==> src/rtl/cbor_stream_tokenizer_top_defines.svh <==
// Assertion macros shared by the tokenizer modules
`ifndef CBOR_STREAM_TOKENIZER_TOP_DEFINES_SVH
`define CBOR_STREAM_TOKENIZER_TOP_DEFINES_SVH

// Implication checked on every clock edge outside reset
`define CST_ASSERT(label, ante, cons) \
    label: assert property (@(posedge clk) disable iff (!rst_n) (ante) |-> (cons)) \
        else $error("cbor tokenizer check failed");

// Implication with the consequent checked in the next cycle
`define CST_ASSERT_NEXT(label, ante, cons) \
    label: assert property (@(posedge clk) disable iff (!rst_n) (ante) |=> (cons)) \
        else $error("cbor tokenizer check failed");

`endif

==> src/rtl/cst_pkg.sv <==
`timescale 1ns / 1ps
package cst_pkg;

    localparam int NEST_DEPTH = 16;
    localparam int LVL_W = $clog2(NEST_DEPTH + 1);
    localparam int IDX_W = (NEST_DEPTH > 1) ? $clog2(NEST_DEPTH) : 1;

    localparam logic [4:0] INFO_MASK = 5'h1F;
    localparam logic [4:0] INFO_ARG1 = 5'd24;
    localparam logic [4:0] INFO_ARG8 = 5'd27;

    localparam logic [1:0] KIND_HEAD = 2'd0;
    localparam logic [1:0] KIND_PAYLOAD = 2'd1;
    localparam logic [1:0] KIND_ERROR = 2'd2;

    localparam logic [2:0] ERR_NONE = 3'd0;
    localparam logic [2:0] ERR_END = 3'd1;
    localparam logic [2:0] ERR_TRUNC_ARG = 3'd2;
    localparam logic [2:0] ERR_STR_SHORT = 3'd3;
    localparam logic [2:0] ERR_INDEF = 3'd4;
    localparam logic [2:0] ERR_BAD_MAJOR = 3'd5;
    localparam logic [2:0] ERR_KEY_TYPE = 3'd6;
    localparam logic [2:0] ERR_DEEP = 3'd7;

    localparam logic [2:0] MAJ_UINT = 3'd0;
    localparam logic [2:0] MAJ_NINT = 3'd1;
    localparam logic [2:0] MAJ_BSTR = 3'd2;
    localparam logic [2:0] MAJ_TSTR = 3'd3;
    localparam logic [2:0] MAJ_ARRAY = 3'd4;
    localparam logic [2:0] MAJ_MAP = 3'd5;
    localparam logic [2:0] MAJ_TAG = 3'd6;
    localparam logic [2:0] MAJ_SIMPLE = 3'd7;

    typedef struct packed {
        logic [7:0] data_byte;
        logic       last_byte;
    } in_item_t;

    typedef struct packed {
        logic [1:0]  kind;
        logic [2:0]  major;
        logic [63:0] argument;
        logic [7:0]  payload_byte;
        logic        payload_last;
        logic [4:0]  nesting_level;
        logic        in_key_position;
        logic [4:0]  containers_closed;
        logic        value_done;
        logic [2:0]  error_code;
    } out_item_t;

    typedef enum logic [2:0] {
        ST_HEAD,
        ST_ARG,
        ST_STRING,
        ST_POP,
        ST_DONE,
        ST_ERROR,
        ST_OUT
    } state_t;

    // Work phase of the controller
    typedef enum logic [1:0] { PH_IDLE, PH_EVAL, PH_POP } phase_t;

    // Controller to datapath
    typedef struct packed {
        logic load_byte;    // capture input item
        logic arg_start;    // load short-form argument or clear accumulator, load byte count
        logic arg_shift;    // shift in one argument byte
        logic str_load;     // load string count from argument
        logic str_dec;
        logic push;
        logic pop_step;     // one step of container completion
        logic pop_init;     // clear closed counter
        logic clear;        // reset stack level and closed counter
    } cmd_t;

    // Datapath to controller
    typedef struct packed {
        logic       arg_last;   // final argument byte in hand
        logic       str_last;   // string count is one
        logic       level_zero;
        logic       level_full;
        logic       top_key;    // top is a map expecting a key
        logic       top_ends;   // top remaining count is one
    } stat_t;

endpackage

==> src/rtl/cbor_stream_tokenizer_top.sv <==
`timescale 1ns / 1ps
// CBOR stream tokenizer, definite-length subset.
// Input channel in_valid/in_stall carries one byte of the buffer per item
// with a flag on its last byte. Output channel out_valid/out_stall carries
// at most one result item per input byte: a completed head, a string payload
// byte, or an error.
// Each byte is captured, then evaluated in the next cycle. A byte that
// opens a string or container takes one more step (one stack or counter
// update), and a byte that completes an item then walks the nesting stack
// one entry per cycle as it closes containers. The result register is then
// offered on the output.
// Input is stalled while a byte is being worked on and while the receiver
// holds off a waiting result, so a receiver stall holds the whole block;
// nothing is dropped.
// Reset (rst_n low, asynchronous) returns the parser to expecting a head
// with an empty stack. The last byte of a buffer resets it the same way.
// After an error, or after the top-level value completes, further bytes
// give no result until the last byte.
module cbor_stream_tokenizer_top import cst_pkg::*; (
    input  logic      clk,
    input  logic      rst_n,
    input  logic      in_valid,
    output logic      in_stall,
    input  in_item_t  in_item,
    output logic      out_valid,
    input  logic      out_stall,
    output out_item_t out_item
);

    cmd_t             cmd;
    stat_t            stat;
    logic [7:0]       byte_q;
    logic             last_q;
    logic [2:0]       major_q;
    logic [63:0]      arg_q;
    logic [LVL_W-1:0] level_q;
    logic [4:0]       closed_q;
    logic             key_q;

    cst_datapath u_dp (
        .clk      (clk),
        .rst_n    (rst_n),
        .cmd      (cmd),
        .in_item  (in_item),
        .stat     (stat),
        .byte_q   (byte_q),
        .last_q   (last_q),
        .major_q  (major_q),
        .arg_q    (arg_q),
        .level_q  (level_q),
        .closed_q (closed_q),
        .key_q    (key_q)
    );

    cst_ctrl u_ctrl (
        .clk       (clk),
        .rst_n     (rst_n),
        .in_valid  (in_valid),
        .in_stall  (in_stall),
        .out_valid (out_valid),
        .out_stall (out_stall),
        .out_item  (out_item),
        .cmd       (cmd),
        .stat      (stat),
        .byte_q    (byte_q),
        .last_q    (last_q),
        .major_q   (major_q),
        .arg_q     (arg_q),
        .level_q   (level_q),
        .closed_q  (closed_q),
        .key_q     (key_q)
    );

endmodule

==> src/rtl/cst_datapath.sv <==
`timescale 1ns / 1ps
`include "cbor_stream_tokenizer_top_defines.svh"
module cst_datapath import cst_pkg::*; (
    input  logic        clk,
    input  logic        rst_n,
    input  cmd_t        cmd,
    input  in_item_t    in_item,
    output stat_t       stat,
    output logic [7:0]  byte_q,
    output logic        last_q,
    output logic [2:0]  major_q,
    output logic [63:0] arg_q,
    output logic [LVL_W-1:0] level_q,
    output logic [4:0]  closed_q,
    output logic        key_q
);

    logic [7:0]       byte_reg;
    logic             last_reg;
    logic [2:0]       major_reg;
    logic [63:0]      arg_reg;
    logic [3:0]       arg_left_reg;
    logic [63:0]      str_left_reg;
    logic [LVL_W-1:0] level_reg;
    logic [4:0]       closed_reg;

    logic [63:0] rem_mem [NEST_DEPTH];
    logic        map_mem [NEST_DEPTH];
    logic        key_mem [NEST_DEPTH];

    logic [IDX_W-1:0] top;
    logic [IDX_W-1:0] push_idx;

    assign top = IDX_W'(level_reg - LVL_W'(1));
    assign push_idx = IDX_W'(level_reg);

    always_ff @(posedge clk or negedge rst_n)
    begin
        if (!rst_n)
        begin
            level_reg <= '0;
            closed_reg <= '0;
        end
        else
        begin
            if (cmd.clear)
                level_reg <= '0;
            else if (cmd.push)
                level_reg <= level_reg + LVL_W'(1);
            else if (cmd.pop_step && !(map_mem[top] && key_mem[top]) && rem_mem[top] == 64'd1)
                level_reg <= level_reg - LVL_W'(1);
            if (cmd.pop_init || cmd.clear)
                closed_reg <= '0;
            else if (cmd.pop_step && !(map_mem[top] && key_mem[top]) && rem_mem[top] == 64'd1)
                closed_reg <= closed_reg + 5'd1;
        end
    end

    always_ff @(posedge clk)
    begin
        if (cmd.load_byte)
        begin
            byte_reg <= in_item.data_byte;
            last_reg <= in_item.last_byte;
        end
        if (cmd.arg_start)
        begin
            major_reg <= byte_reg[7:5];
            // short form keeps the info as argument; long form starts from zero
            arg_reg <= (byte_reg[4:0] < INFO_ARG1) ? 64'(byte_reg[4:0] & INFO_MASK) : 64'd0;
            arg_left_reg <= 4'd1 << (byte_reg[1:0]);
        end
        else if (cmd.arg_shift)
        begin
            arg_reg <= {arg_reg[55:0], byte_reg};
            arg_left_reg <= arg_left_reg - 4'd1;
        end
        if (cmd.str_load)
            str_left_reg <= arg_reg;
        else if (cmd.str_dec)
            str_left_reg <= str_left_reg - 64'd1;
        if (cmd.push)
        begin
            rem_mem[push_idx] <= arg_reg;
            map_mem[push_idx] <= (major_reg == MAJ_MAP);
            key_mem[push_idx] <= (major_reg == MAJ_MAP);
        end
        else if (cmd.pop_step)
        begin
            if (map_mem[top] && key_mem[top])
                key_mem[top] <= 1'b0;
            else
            begin
                rem_mem[top] <= rem_mem[top] - 64'd1;
                key_mem[top] <= map_mem[top];
            end
        end
    end

    always_comb
    begin
        stat.arg_last = (arg_left_reg == 4'd1);
        stat.str_last = (str_left_reg == 64'd1);
        stat.level_zero = (level_reg == '0);
        stat.level_full = (level_reg >= LVL_W'(NEST_DEPTH));
        stat.top_key = (level_reg != '0) && map_mem[top] && key_mem[top];
        stat.top_ends = (rem_mem[top] == 64'd1);
    end

    assign byte_q = byte_reg;
    assign last_q = last_reg;
    assign major_q = major_reg;
    assign arg_q = arg_reg;
    assign level_q = level_reg;
    assign closed_q = closed_reg;
    assign key_q = stat.top_key;

    `CST_ASSERT(a_level_bound, 1'b1, level_reg <= LVL_W'(NEST_DEPTH))
    `CST_ASSERT(a_push_room, cmd.push, level_reg < LVL_W'(NEST_DEPTH))
    `CST_ASSERT_NEXT(a_clear_level, cmd.clear, level_reg == '0)

endmodule

==> src/rtl/cst_ctrl.sv <==
`timescale 1ns / 1ps
`include "cbor_stream_tokenizer_top_defines.svh"
module cst_ctrl import cst_pkg::*; (
    input  logic        clk,
    input  logic        rst_n,
    input  logic        in_valid,
    output logic        in_stall,
    output logic        out_valid,
    input  logic        out_stall,
    output out_item_t   out_item,
    output cmd_t        cmd,
    input  stat_t       stat,
    input  logic [7:0]  byte_q,
    input  logic        last_q,
    input  logic [2:0]  major_q,
    input  logic [63:0] arg_q,
    input  logic [LVL_W-1:0] level_q,
    input  logic [4:0]  closed_q,
    input  logic        key_q
);

    // mode_reg: parse mode kept between bytes; phase_reg: work phase
    state_t    mode_reg, mode_next;
    phase_t    phase_reg, phase_next;
    logic      ovalid_reg, ovalid_next;
    out_item_t obuf_reg, obuf_next;
    logic      str_kind_reg, str_kind_next;   // set when an item completes, clear after a string or container head
    logic      hkey_reg, hkey_next;

    logic        accept;
    logic [2:0]  bmaj;
    logic [4:0]  binfo;
    logic        is_head;
    logic [2:0]  hmaj;
    logic [63:0] harg;

    // a result leaving this cycle frees the input in the same cycle
    assign in_stall = (phase_reg != PH_IDLE) || (ovalid_reg && out_stall);
    assign accept = in_valid && !in_stall;
    assign out_valid = ovalid_reg;
    assign out_item = obuf_reg;
    assign bmaj = byte_q[7:5];
    assign binfo = byte_q[4:0] & INFO_MASK;

    function automatic out_item_t err_item(input logic [2:0] code);
        out_item_t o;
        o = '0;
        o.kind = KIND_ERROR;
        o.error_code = code;
        return o;
    endfunction

    always_ff @(posedge clk or negedge rst_n)
    begin
        if (!rst_n)
        begin
            mode_reg <= ST_HEAD;
            phase_reg <= PH_IDLE;
            ovalid_reg <= 1'b0;
        end
        else
        begin
            mode_reg <= mode_next;
            phase_reg <= phase_next;
            ovalid_reg <= ovalid_next;
        end
    end

    always_ff @(posedge clk)
    begin
        obuf_reg <= obuf_next;
        str_kind_reg <= str_kind_next;
        hkey_reg <= hkey_next;
    end

    always_comb
    begin
        mode_next = mode_reg;
        phase_next = phase_reg;
        ovalid_next = ovalid_reg && out_stall;
        obuf_next = obuf_reg;
        str_kind_next = str_kind_reg;
        hkey_next = hkey_reg;
        cmd = '0;
        is_head = 1'b0;
        hmaj = major_q;
        harg = arg_q;

        unique case (phase_reg)
            PH_IDLE:
            begin
                if (accept)
                begin
                    cmd.load_byte = 1'b1;
                    phase_next = PH_EVAL;
                end
            end
            PH_EVAL:
            begin
                phase_next = PH_IDLE;
                unique case (mode_reg)
                    ST_HEAD:
                    begin
                        cmd.arg_start = 1'b1;
                        if (binfo < INFO_ARG1)
                        begin
                            is_head = 1'b1;
                            hmaj = bmaj;
                            harg = 64'(binfo);
                        end
                        else if (binfo <= INFO_ARG8)
                        begin
                            mode_next = ST_ARG;
                            if (last_q)
                            begin
                                obuf_next = err_item(ERR_TRUNC_ARG);
                                ovalid_next = 1'b1;
                            end
                        end
                        else
                        begin
                            mode_next = ST_ERROR;
                            obuf_next = err_item(ERR_INDEF);
                            ovalid_next = 1'b1;
                        end
                    end
                    ST_ARG:
                    begin
                        cmd.arg_shift = 1'b1;
                        if (stat.arg_last)
                        begin
                            is_head = 1'b1;
                            harg = {arg_q[55:0], byte_q};
                        end
                        else if (last_q)
                        begin
                            mode_next = ST_ERROR;
                            obuf_next = err_item(ERR_TRUNC_ARG);
                            ovalid_next = 1'b1;
                        end
                    end
                    ST_STRING:
                    begin
                        cmd.str_dec = 1'b1;
                        obuf_next = '0;
                        obuf_next.kind = KIND_PAYLOAD;
                        obuf_next.major = major_q;
                        obuf_next.payload_byte = byte_q;
                        obuf_next.nesting_level = 5'(level_q);
                        obuf_next.in_key_position = key_q;
                        if (!stat.str_last)
                        begin
                            if (last_q)
                            begin
                                mode_next = ST_ERROR;
                                obuf_next = err_item(ERR_STR_SHORT);
                            end
                            ovalid_next = 1'b1;
                        end
                        else
                        begin
                            obuf_next.payload_last = 1'b1;
                            str_kind_next = 1'b1;
                            cmd.pop_init = 1'b1;
                            phase_next = PH_POP;
                        end
                    end
                    default:
                    begin
                    end
                endcase

                // Head complete: argument in harg, major in hmaj
                if (is_head)
                begin
                    obuf_next = '0;
                    obuf_next.kind = KIND_HEAD;
                    obuf_next.major = hmaj;
                    obuf_next.argument = harg;
                    obuf_next.nesting_level = 5'(level_q);
                    obuf_next.in_key_position = key_q;
                    mode_next = ST_HEAD;
                    if (hmaj == MAJ_NINT || hmaj == MAJ_TAG || hmaj == MAJ_SIMPLE)
                    begin
                        mode_next = ST_ERROR;
                        obuf_next = err_item(ERR_BAD_MAJOR);
                        ovalid_next = 1'b1;
                    end
                    else if (key_q && hmaj != MAJ_TSTR)
                    begin
                        mode_next = ST_ERROR;
                        obuf_next = err_item(ERR_KEY_TYPE);
                        ovalid_next = 1'b1;
                    end
                    else if ((hmaj == MAJ_BSTR || hmaj == MAJ_TSTR) && harg != 64'd0)
                    begin
                        mode_next = ST_STRING;
                        // arg register holds harg on next cycle
                        phase_next = PH_POP;
                        str_kind_next = 1'b0;
                        hkey_next = 1'b1;
                        if (last_q)
                        begin
                            mode_next = ST_ERROR;
                            obuf_next = err_item(ERR_STR_SHORT);
                            phase_next = PH_IDLE;
                        end
                        ovalid_next = 1'b1;
                    end
                    else if ((hmaj == MAJ_ARRAY || hmaj == MAJ_MAP) && harg != 64'd0)
                    begin
                        phase_next = PH_POP;
                        str_kind_next = 1'b0;
                        hkey_next = 1'b0;
                        if (stat.level_full)
                        begin
                            mode_next = ST_ERROR;
                            obuf_next = err_item(ERR_DEEP);
                            phase_next = PH_IDLE;
                            ovalid_next = 1'b1;
                        end
                        else if (last_q)
                        begin
                            mode_next = ST_ERROR;
                            obuf_next = err_item(ERR_END);
                            phase_next = PH_IDLE;
                            ovalid_next = 1'b1;
                        end
                        else
                            ovalid_next = 1'b1;
                    end
                    else
                    begin
                        // scalar or empty item: completes now
                        str_kind_next = 1'b1;
                        cmd.pop_init = 1'b1;
                        phase_next = PH_POP;
                    end
                end
            end
            PH_POP:
            begin
                if (!str_kind_reg)
                begin
                    // finish a string or container head with one bookkeeping step
                    if (hkey_reg)
                        cmd.str_load = 1'b1;
                    else
                        cmd.push = 1'b1;
                    phase_next = PH_IDLE;
                end
                else if (stat.level_zero)
                begin
                    obuf_next.containers_closed = closed_q;
                    obuf_next.value_done = 1'b1;
                    mode_next = ST_DONE;
                    ovalid_next = 1'b1;
                    phase_next = PH_IDLE;
                end
                else
                begin
                    cmd.pop_step = 1'b1;
                    if (stat.top_key || !stat.top_ends)
                    begin
                        obuf_next.containers_closed = closed_q;
                        mode_next = ST_HEAD;
                        if (last_q)
                        begin
                            mode_next = ST_ERROR;
                            obuf_next = err_item(ERR_END);
                        end
                        ovalid_next = 1'b1;
                        phase_next = PH_IDLE;
                    end
                end
            end
            default:
            begin
                phase_next = PH_IDLE;
            end
        endcase

        // last byte of buffer restarts the parser once its work is done
        if (phase_reg != PH_IDLE && phase_next == PH_IDLE && last_q)
        begin
            mode_next = ST_HEAD;
            cmd.clear = 1'b1;
        end
    end

    `CST_ASSERT(a_no_accept_busy, phase_reg != PH_IDLE, in_stall)
    `CST_ASSERT_NEXT(a_hold_out, ovalid_reg && out_stall, ovalid_reg && $stable(obuf_reg))
    `CST_ASSERT(a_idle_mode, phase_reg == PH_IDLE, mode_reg != ST_POP && mode_reg != ST_OUT)

endmodule
==> config.mk <==
export PLATFORM = sky130hd
export DESIGN_NAME = cbor_stream_tokenizer_top
export DESIGN_NICKNAME = d
export VERILOG_FILES = /design/src/rtl/cst_pkg.sv /design/src/rtl/cbor_stream_tokenizer_top.sv /design/src/rtl/cst_datapath.sv /design/src/rtl/cst_ctrl.sv
export VERILOG_INCLUDE_DIRS = /design/src /design/src/rtl
export SDC_FILE = /design/constraint.sdc
export NUM_CORES = 2
export LEC_CHECK = 0
export BUFFER_PORTS_ARGS = -buffer_cell sky130_fd_sc_hd__buf_2
export CORE_MARGIN = 2
export CORE_UTILIZATION = 40
export CTS_CLUSTER_DIAMETER = 60
export DETAILED_ROUTE_END_ITERATION = 10
export SYNTH_ARGS = -nofsm -noshare
export SYNTH_HDL_FRONTEND = slang
export SYNTH_HIERARCHICAL = 1
export SYNTH_SLANG_ARGS = --single-unit
export TNS_END_PERCENT = 20
==> constraint.sdc <==
create_clock -name clk -period 12.31 [get_ports clk]
set_input_delay 0.6155 -clock clk [delete_from_list [all_inputs] [get_ports clk]]
set_output_delay 0.6155 -clock clk [all_outputs]
set_load 0.03 [all_outputs]
Word-level counts from Yosys, hierarchy flattened
Memories as Yosys holds them, arrays and structs flattened.
Cells that the tools add are included.
{ "word_totals": {"register_bits": 255, "ramBits": 1056, "in_bits": 13, "output_inout_bits": 95, "elab_cells": 257, "memories": 3} }
{ "mem_list": {"columns": ["name", "words", "width", "read_ports", "rd_ports_with_merged_regs", "wr", "line", "source"], "rows": [
  ["u_dp.rem_mem", 16, 64, 1, 0, 1, "cst_datapath.sv:27", "logic [63:0] rem_mem [NEST_DEPTH];"],
  ["u_dp.key_mem", 16, 1, 1, 0, 1, "cst_datapath.sv:29", "logic key_mem [NEST_DEPTH];"],
  ["u_dp.map_mem", 16, 1, 1, 0, 1, "cst_datapath.sv:28", "logic map_mem [NEST_DEPTH];"]
]} }
{ "op_classes": {"add_sub_neg": 6, "n_lt_le_gt_ge": 3, "n_eq_ne": 31, "shifts": 1, "mux": 144, "bitwise_logic": 3, "reduce_logical": 43} }
{ "ops": {"columns": ["cell", "count"], "rows": [
  ["$mux 93", 16],
  ["$mux 64", 8],
  ["$pmux 93 s3", 1],
  ["$pmux 93 s2", 1],
  ["$eq 64x1->1 const B", 2],
  ["$pmux 64 s2", 1],
  ["$sub 64x1->64 const B", 2],
  ["$mux 84", 1],
  ["$mux 77", 1],
  ["$reduce_bool 64->1", 1],
  ["$reduce_or 64->1", 1],
  ["$mux 3", 21],
  ["$mux 1", 61],
  ["$mux 2", 15],
  ["$mux 5", 6],
  ["$mux 4", 4],
  ["$eq 3x3->1 const B", 5],
  ["$mux 15", 1],
  ["$reduce_and 7->1", 2],
  ["$logic_and 1x1->1", 12],
  ["$reduce_bool 2->1", 6],
  ["$add 5x1->5 const B", 2],
  ["$ne 5x5->1 const B", 2],
  ["$eq 3x2->1 const B", 3],
  ["other kinds (40)", 56]
]} }

Longest topological paths before layout
{ "logic_depth": {"depth_word": 19, "depth_mapped": 33, "mapped_depth_nobuf": 22} }

Cells and area by module
Netlist, hierarchy kept.
{ "by_module_without_submodules": {"columns": ["mod", "n_inst", "cells_per_inst", "area_each_um2", "seq_area_each_um2"], "rows": [
  ["cst_datapath", 1, 2915, 50827.5, 36284.8],
  ["cst_ctrl", 1, 617, 6048.3, 3002.9]
]} }

Least setup slack after synthesis
OpenSTA, ideal clock, no wires.
{ "synth_path": {"path_type": "reg2reg", "startpoint": "reg u_dp.level_reg[0], in the netlist u_dp/level_q[0]", "endpoint": "reg u_ctrl.obuf_reg, in the netlist u_ctrl/out_item[0], enable pin", "setup_time_ns": 0.662, "arrival_ns": 11.258, "required_ns": 11.648, "setup_slack_ns": 0.390, "stages_incl_launch_ff": 24, "n_path_buf": 11, "synth_period_minus_slack_ns": 11.920, "path_cell_list": "dfrtp_1 buf_6 buf_6 buf_8 inv_1 buf_2 buf_2 clkbuf_1 ha_1 buf_2 clkbuf_1 buf_2 buf_2 buf_1 mux2i_1 mux4_2 nand3_1 nand2_1 nand4_1 nor4_1 and3_1 and3_1 nor2b_1 a211oi_1"} }
{ "synth_lines": {"columns": ["element", "line", "source"], "rows": [
  ["start, declared", "cst_datapath.sv:24", "logic [LVL_W-1:0] level_reg;"],
  ["start signal, assigned", "cst_datapath.sv:49", "level_reg <= level_reg + LVL_W'(1);"],
  ["start signal, assigned", "cst_datapath.sv:51", "level_reg <= level_reg - LVL_W'(1);"],
  ["end signal, assigned", "cst_ctrl.sv:71", "obuf_reg <= obuf_next;"],
  ["end, declared", "cst_ctrl.sv:26", "out_item_t obuf_reg, obuf_next;"]
]} }

==> out/qor_table.md <==
| Item | This run |
| --- | --- |
| Result of the run | finished with violations |
| Violations in the final reports | DRC |
| Commonest cells post-synth | edfxtp_1, nand2_1, mux4_2 |
| Max_slew headroom | 9.59% |
| Max FO, Critical Path | 81 |
| Slowest cell on crit path | dfrtp_4 |
| Maximum resistive drop on vdd | 0.000162 V |
| Setup repair after global routing missed its margin | false |
| Number of sinks handled by clock tree synthesis | 1,311 |
| Critical Path Sink Type | register |
| Utilization of the core after routing | 45.7% |
| Most frequently used flop master after synthesis | edfxtp_1 |
| Net Count, Synth | 3,561 |
| Synthesized-area fraction occupied by and/or/nand/nor cells | 8.41% |
| Share of synthesized flip-flops with an asynchronous set or reset | 1.22% |
| Vertical extent of the die | 381 µm |
| Clk_lat worst skew | 0.79 ns |
| Post-synth EDFFs | 1,295 |
| Synth area leaders | edfxtp_1, mux4_2, mux2i_1, nand2_1, o21ai_0 |
| Number of synthesized register bits | 1,311 |
| Reg-to-reg setup timing slack | 4.10 ns |
| DRC viols | 2 |
| Highest achievable clock rate | 122 MHz |
| WL per Instance | 27.5 µm |
| Setup Crit Path Kind | reg -> reg |
| Wire length of the first global-routing pass | 229,000 µm |
| Residual overflow from global routing | 0 |
| Share of synthesized area occupied by flip-flops and latches | 69.1% |
| Share of the synthesized area in the top cell type | 68.4% |
| Core Area | 141,000 µm² |
| Via Count | 33,700 |
| Number of levels the H-tree was split into | 4 |
| Crit path cell chain | inv_2, buf_4, ha_4, buf_12, buf_4, mux2_2, mux4_2, a211oi_1, o2111ai_1, buf_4, nor4_1, and3_1, and3_1, nor2b_1, and3_1, a21oi_1, nor3_1, nor4_1, o21a_1, nor2_1, inv_1, nor4_1, o21bai_1 |
| Portion of netlist area occupied by mux cells | 12.4% |
| Clock Root Buffer | clkbuf_16 |
| Final Skew | 0.0352 ns |
| Kind of cell adding the most delay to the critical path | simple AND/OR/NAND/NOR gates |
| Logic depth of the worst register-to-register path | 23 |
| DP Worst Slack | 4.18 ns |
| I/O pin cnt | 108 |
| Area growth from synthesis to layout | 13.7% |
| Count of distinct cell types in the synthesized netlist | 95 |
| All-Layer GR Usage | 21.4% |
| Final worst-path setup slack | 4.10 ns |
| Design Power | 0.0167 W |
| Worst path bufs/invs | 6 |
| Number of vias per cell after detailed routing | 5.88 |
| Synthesized instance count | 3,532 |
| Buffer depth of the longest clock path | 3 |
| Static Leakage | 20.5 nW |
| Instance count along the most critical hold path | 3 |
| Synthesized area | 56,900 µm² |
| Final period utilization | 66.7% |
| Placement row count | 138 |
| Start point of the worst hold path | in_valid |
| Yosys Warn Count | 6 |
| Number of global-route vias before repair | 32,600 |
| Detailed placement HPWL | 94,900 µm |
| DRT iter0 DRCs | 4,629 |
| CTS tree | yes |
| Most common cell in the synthesized netlist | edfxtp_1 |
| Final nets | 3,746 |
| Transition time at the pin with the least slew margin | 1.35 ns |
| Clock transition at the registers of the reported paths | 0.06 ns |
| Xor/xnor cell area share of the yosys netlist | 1.70% |
| Most flop-heavy register | u_dp/rem_mem |
| Reg2reg end | u_dp/closed_q[3] |
| Maximum cell stage delay along the critical path | 0.71 ns |
| Final worst path period need | 8.21 ns |
| Maximum number of pins on one net before global-route repair | 95 |
| Power density over the cells | 259 nW/µm² |
| Reported max-cap violation count | 0 |
| Wire length after detailed routing | 157,000 µm |
| Post-DRT Antenna Nets | 0 |
| Adder-cell area share of the yosys netlist | 0.352% |
| Signal arrival time at the worst endpoint | 8.92 ns |
| Number of port buffers | 107 |
| Number of setup violations in the final report | 0 |
| Largest family of logic cells by synthesized area | multiplexers |
| Initial cell density of the core | 40.2% |
| Flip-flop count of the largest register, all copies and words added | 1,024 |
| Sum of negative setup slack | 0 ns |
| Width of the chip | 381 µm |
| Fraction of final layout cells with drive strength greater than 1 | 20.3% |
| Number of buffers added by the clock tree synthesis step | 143 |
| Initial antenna violation count | 4 |
| Data required, critical path | 13.01 ns |
| Iteration count of the initial detailed-routing pass | 9 |
| Final number of hold-violating endpoints | 0 |
| Count of pins over their slew limit | 0 |
| Mean post-synth cell area | 16.1 µm² |
| Synth area leader | edfxtp_1 |
| Synth Area in Compound Gates | 6.08% |
| Floorplan die area | 145,000 µm² |
| Post-CTS resize count | 0 |
| Final Hold Slack | 0.294 ns |
| Element type at the critical path start | register |
| Worst Hold End | u_ctrl/phase_reg[0] |
| Source of the worst register-to-register timing path | u_dp/level_q[0] |
| Final GP Congestion | 0.887 |
| Hold WC Path Type | in -> reg |
[how the worst max path moves through the flow]
stage	slack [ns]	from	cells past startpoint	to
after floorplan	0.39	u_dp/level_q[0]	23	u_ctrl/out_item[0]
after global placement	4.17	u_dp/level_q[0]	23	u_dp/closed_q[4]
after detailed placement	4.18	u_dp/level_q[0]	23	u_dp/closed_q[3]
after CTS	4.14	u_dp/level_q[0]	23	u_dp/closed_q[3]
after global routing	3.52	u_dp/level_q[0]	23	u_dp/closed_q[4]
final	4.10	u_dp/level_q[0]	23	u_dp/closed_q[3]
[tightest hold or removal path, stage by stage]
cell	delay, ns
buf_2	0.10
nand3_1	0.18
a21oi_1	0.12
[routing by layer]
layer / share of wire [%] / track usage (%) / vias to the layer above / routed length, µm
li1: - / - / 14400 / -
met1: 42 / 30.3 / 17400 / 66000
met2: 48 / 34.1 / 1572 / 74800
met3: 8.1 / 3.74 / 252 / 12700
met4: 2.4 / 5.69 / 2 / 3750
met5: 0.013 / 0 / - / 20
[through the flow]
step / instances / instance area, µm²
floorplan: 3532 / 56900
global placement: 5452 / 60000
detailed placement: 5452 / 60000
CTS: 5721 / 64700
global route: 5721 / 64700
finish: 5722 / 64700
[layout make-up]
cell class / instances / area, µm²
inverters: 33 / 124
fillers: 12200 / 76700
multi-input cells: 1996 / 16700
flip-flops and latches: 1311 / 39300
clock inverters: 88 / 947
diodes: 1 / 2.50
repair buffers: 232 / 1540
clock buffers: 171 / 3680
well taps: 1890 / 2360
[cells in the final DEF, fill, tap and decap left out, types with 33 or more instances in the layout]
cell type  netlist  final
and3_1          41     40
nor3_1          75     73
o21ai_0        136    127
mux4_2         221    221
mux2_2          33     33
a22oi_1         67     67
xor2_1          39     39
mux2i_1        160    160
xnor2_1         68     68
a21oi_1         54     53
edfxtp_1      1295   1295
o21ai_1         52     61
nor4_1          43     43
buf_2           43    107
clkinv_1         2     33
nor2b_1         73     73
buf_4           14    112
nor2_1         141    123
a22o_1          46     46
nand3_1         78     77
nand2_1        319    318
clkbuf_16        0    143
[logic make-up (layout without fill, tap and decap cells)]
| group | Yosys count | in the layout |
|---|---|---|
| DFF | 1311 | 1311 |
| and+or+nand+nor | 939 | 939 |
| AOI/OAI and AO/OA | 508 | 508 |
| muxes | 424 | 424 |
| buffers and inverters | 225 | 524 |
| xor gates and xnor gates | 109 | 109 |
| adders and majority gates | 16 | 16 |
| other | 0 | 1 |
[timing repair]
action / in CTS / in global routing
hold endpoints to repair: 25 / 0
buffers inserted: 0 / 0
hold buffers: 10 / 0
[power by group]
group	leakage, nW	total [W]	internal (W)	switching, W
registers	12.0	0.00670	0.00611	0.000597
logic	6.27	0.00582	0.00188	0.00395
clock network	2.24	0.00422	0.00242	0.00180
(Power assumes the default switching activity.)
